[config.mk]
export PLATFORM = sky130hd
export DESIGN_NAME = adc_shade
export DESIGN_NICKNAME = d
export VERILOG_FILES = /design/src/sv/adc_pkg.sv /design/src/sv/adc_shade.sv
export SDC_FILE = /design/constraint.sdc
export NUM_CORES = 1
export LEC_CHECK = 0
export BUFFER_PORTS_ARGS = -buffer_cell sky130_fd_sc_hd__buf_2
export CORE_UTILIZATION = 40
export DETAILED_ROUTE_END_ITERATION = 12
export SLEW_MARGIN = 20
export SYNTH_ARGS = -nofsm -noshare
export SYNTH_HDL_FRONTEND = slang
export SYNTH_SLANG_ARGS = --single-unit
[constraint.sdc]
create_clock -name clk -period 11.2 [get_ports clk]
set_clock_uncertainty 0.05 [all_clocks]
set_input_delay 0.56 -clock clk [delete_from_list [all_inputs] [get_ports clk]]
set_output_delay 0.56 -clock clk [all_outputs]
set_load 0.05 [all_outputs]
[src/sv/adc_pkg.sv]
package adc_pkg;

  // Fixed point: 8 fraction bits, one pixel is 256.
  localparam int FracBits  = 8;
  localparam int RegW      = 21;
  localparam int PixW      = 12;
  localparam int AbsW      = 21;
  localparam int SqW       = 2 * AbsW;
  localparam int RadW      = 44;
  localparam int RootW     = 22;
  localparam int RemW      = 26;
  localparam int CfgIdxW   = 3;

  localparam logic [CfgIdxW-1:0] CFG_CENTER_X  = 3'd0;
  localparam logic [CfgIdxW-1:0] CFG_CENTER_Y  = 3'd1;
  localparam logic [CfgIdxW-1:0] CFG_RADIUS    = 3'd2;
  localparam logic [CfgIdxW-1:0] CFG_THICKNESS = 3'd3;
  localparam logic [CfgIdxW-1:0] CFG_RING_MODE = 3'd4;

  // Data handed from one square root cell to the next.
  typedef struct packed {
    logic             valid;
    logic             oob;
    logic [RadW-1:0]  x;
    logic [RemW-1:0]  rem;
    logic [RootW-1:0] root;
  } adc_cell_t;

endpackage

[src/sv/adc_shade.sv]
module adc_shade (
  input  logic                      clk,
  input  logic                      rst_n,
  input  logic                      en,
  input  adc_pkg::adc_cell_t        cell_i,
  input  logic [adc_pkg::RegW-1:0]  radius,
  input  logic [adc_pkg::RegW-1:0]  thickness,
  input  logic                      ring_mode,
  output logic                      valid_o,
  output logic                      lit_o,
  output logic [7:0]                alpha_o
);
  import adc_pkg::*;

  localparam int SW = 25;
  localparam logic signed [SW-1:0] One = SW'(1 << FracBits);

  logic signed [SW-1:0] r_eff, inner, d, dr_o, dr_i, rad_m;
  logic [16:0]          prod;
  logic [8:0]           frac;
  logic                 lit_nxt, valid_r, lit_r;
  logic [7:0]           alpha_nxt, alpha_r;

  always_comb begin
    rad_m  = $signed({{(SW-RegW){1'b0}}, radius}) - One;
    r_eff  = (rad_m < One) ? One : rad_m;
    inner  = r_eff - $signed({{(SW-RegW){1'b0}}, thickness});
    d      = $signed({{(SW-RootW){1'b0}}, cell_i.root});
    dr_o   = d - r_eff;
    dr_i   = d - inner;
    lit_nxt   = 1'b0;
    alpha_nxt = 8'd0;
    frac      = 9'd0;
    if (d < r_eff && (!ring_mode || d > inner)) begin
      lit_nxt   = 1'b1;
      alpha_nxt = 8'hFF;
    end
    if (dr_o >= 0 && dr_o < One) begin
      frac    = 9'(One - dr_o);
      lit_nxt = 1'b1;
    end
    if (ring_mode && dr_i >= 0 && dr_i < One) begin
      frac    = 9'(dr_i);
      lit_nxt = 1'b1;
    end
    prod = {frac, 8'd0} - {8'd0, frac};
    if ((dr_o >= 0 && dr_o < One) || (ring_mode && dr_i >= 0 && dr_i < One)) begin
      alpha_nxt = prod[15:8];
    end
    if (cell_i.oob) begin
      lit_nxt   = 1'b0;
      alpha_nxt = 8'd0;
    end
  end

  always_ff @(posedge clk) begin
    if (!rst_n) begin
      valid_r <= 1'b0;
    end else if (en) begin
      valid_r <= cell_i.valid;
    end
  end

  always_ff @(posedge clk) begin
    if (en) begin
      lit_r   <= lit_nxt;
      alpha_r <= alpha_nxt;
    end
  end

  assign valid_o = valid_r;
  assign lit_o   = lit_r;
  assign alpha_o = alpha_r;

endmodule

==> impl_metrics.yaml <==
outcome:
  outcome: "completed"
yosys:
  syn-num-nets: 975
  synth_top_cells_by_count: "inv_1 (82), ha_1 (72), a21oi_1 (58), nor2_1 (48), nand2_1 (45)"
  synth.most_common_cell: "inv_1"
  summed_instance_area_of_the_synthesized_netlist_um2: 5380
  yosys.cell_types.count: 71
  synthCells: 760
  seq_area_frac_synth_pct: 5.40
  ys_seq_elements: 10
  synth_top_cells_by_area: "ha_1 (17%), xnor2_1 (6.0%), inv_1 (5.7%)"
  netlist.area_leader.share_pct: 16.7
  synth-async-reset-ratio_pct: 0
  ys.flop_type: "edfxtp_1"
  syn_avg_cell_area_um2: 7.08
  synth_top_area_cell: "ha_1"
  ys_warn_count: 0
  synth_enable_flop_cells: 9
critical_path:
  timing.reg2reg.setup_slack_ns: 10.55
  worst-r2r-cell-count: 2
  setup.worst_path.start: "radius[8]"
  worst-path-buf-inv: 6
  crit_path_frequent_cell: "ha_1"
  worst_setup_path_start_kind: "primary input"
  worst_r2r_endpoint: "valid_o"
  data_arrival_time_of_the_critical_path_ns: 10.01
  path_depth: 40
  worst-endpoint-required_ns: 11.12
  timing.critical_path.slowest_stage_cell: "o311ai_0"
  crit_type: "primary input to flop"
  crit_end: "alpha_o[4]"
  r2r_start: "valid_o"
  cpPeakStageDelay_ns: 0.61
  cpLargestDelayFamily: "compound AO/OA/AOI/OAI gates"
  critical_path_end_type: "flop"
  critPathMaxFanout: 21
power_and_ir_drop:
  power.density_nw_per_um2: 102
  cellLeakagePower_nw: 2.82
  worst_ir_drop_vdd_mv: 0.0396
detailed_routing:
  detailroute.via_count: 5870
  routed_wirelength_um: 15500
  first_pass_iters: 6
  drt-vias-per-instance: 5.82
  wire_per_inst_um: 15.4
  drc_errors: 0
  drt.antenna.violating_nets: 0
  number_of_drc_markers_after_the_initial_detailed_route_iteration: 334
clocking:
  cts_setup_buffers: 0
  cts_root_buf: "clkbuf_16"
  tritoncts: "done"
  clock_latency_ns: 0.23
  worst_setup_hold_path_clk_slew_ns: 0.04
  clock_tree.htree_level_count: 1
  clk_path_buf_depth: 2
  cts_hold_repair.buffers: 0
  post_cts_resized: 0
  numCtsBuffers: 3
  clock_sinks: 10
layout:
  final-seq-area_um2: 290
  share_of_final_layout_standard_cells_stronger_than_drive_strength_1_pct: 14.1
  n_antenna_cell: 0
  multiInputGateArea_um2: 4720
  nets: 1048
  final.fill_count: 1398
  area_growth_syn_to_layout_pct: 12.3
global_routing:
  initial_antenna_violation_count: 0
  grt_pass1_wl_um: 25600
  gr-total-overflow: 0
  number_of_global_route_vias_before_repair: 5447
  pin_count_of_the_biggest_net_entering_global_routing: 22
  grtUsageTotal_pct: 22.0
sta:
  slew_viol_final: 0
  report.final.hold_viol_count: 0
  setup-violations-final: 0
  max-slew-margin-rel_pct: 51.4
  setup-tns-final_ns: 0
  tightest_slew_ns: 0.724
  finalWorstPathRequiredPeriod_ns: 10.09
  rsz0062_at_grt: "no"
  maxClockFrequency_ghz: 0.0991
  fin_worst_hold_slack_ns: 0.482
  final.period_utilization_pct: 90.1
floorplan:
  die_h_um: 118
  die_w_um: 118
  ioPinCount: 150
  coreArea_um2: 13200
  floorplan.rows: 42
  dieArea_um2: 13900
  start_util_pct: 40.8
place:
  post-dp-hpwl_um: 13300
  count_of_buffers_from_port_buffering: 79
  gp_congestion: 0.911
worst_hold_path:
  holdCritPathClass: "flop to flop"
job:
  cap_viol_max_count: 0
## worst min-delay path by stage
stage          startpoint         end  cells after the start
5_1_grt           valid_o     valid_o                      2
6_report          valid_o     valid_o                      2
4_1_cts           valid_o     valid_o                      2
3_3_place_gp      valid_o     valid_o                      2
3_5_place_dp      valid_o     valid_o                      2
2_1_floorplan          en  alpha_o[0]                      0
## cells in the final DEF, fill, tap and decap left out, drive strengths merged, types with 7 or more instances in the layout
cell    instances
buf            83
inv            82
ha             72
a21oi          59
nor2           48
nand2          45
o21ai          42
xnor2          37
xor2           24
nand2b         24
a21o           24
nor3           22
nand3          17
or2            16
a211oi         15
a31oi          13
nand4          13
o21a           13
and2           10
nor2b          10
and3           10
mux2i          10
edfxtp          9
o31ai           7
nor4            7
a311oi          7
o311ai          7
## through the flow
step	total power, mW	utilization [%]	instances	area [um2]	setup slack [ns]
floorplan	0.427	-	760	5380	2.33
global placement	0.544	45.2	1004	5970	0.946
detailed placement	0.542	45.2	1004	5970	0.984
CTS	0.607	45.8	1008	6040	1.18
global route	0.673	45.8	1008	6040	0.263
finish	0.615	45.8	1008	6040	1.11
## registers in the layout, summed over array words and instances, names as in the netlist
register / cells
alpha_o: 8
lit_o: 1
valid_o: 1
## routing by layer
layer	vias up	part of all wire, %	GRT usage (%)
met3	18	4.6	2.03
met1	2702	49	30.6
met4	0	1.4	4.89
met5	-	0	0
met2	174	45	36.6
li1	2976	-	-
## worst reg2reg max path: cells and delay by family (launching register included)
family,cells,cell delay [ns]
AND/OR/NAND/NOR,1,0.06
multiplexers,1,0.12
flip-flops,1,0.30
## logic make-up (layout without fill, tap and decap cells)
kind of cell	Yosys count	count (layout)	share of synthesized area, %
multiplexers	13	13	2.49
buffers and inverters	97	169	6.84
XOR/XNOR	62	62	10.3
flip-flops	10	10	5.40
adder cells (fa/ha/maj)	75	75	17.9
AO/OA/AOI/OAI	249	249	31.6
AND/OR/NAND/NOR	254	254	25.5
## power by group
part | switching (mW) | internal, mW
Sequential | 0.000624 | 0.0445
Combinational | 0.307 | 0.202
Clock | 0.0142 | 0.0466
## final cells by class
class / instances / share of cell area [%]
clock buffers: 3 / 1.24
well taps: 176 / 3.64
repair buffers: 83 / 7.04
multi-input cells: 653 / 78.1
inverters: 82 / 5.09
clock inverters: 1 / 0.0621
flip-flops and latches: 10 / 4.80
(Power assumes the default switching activity.)
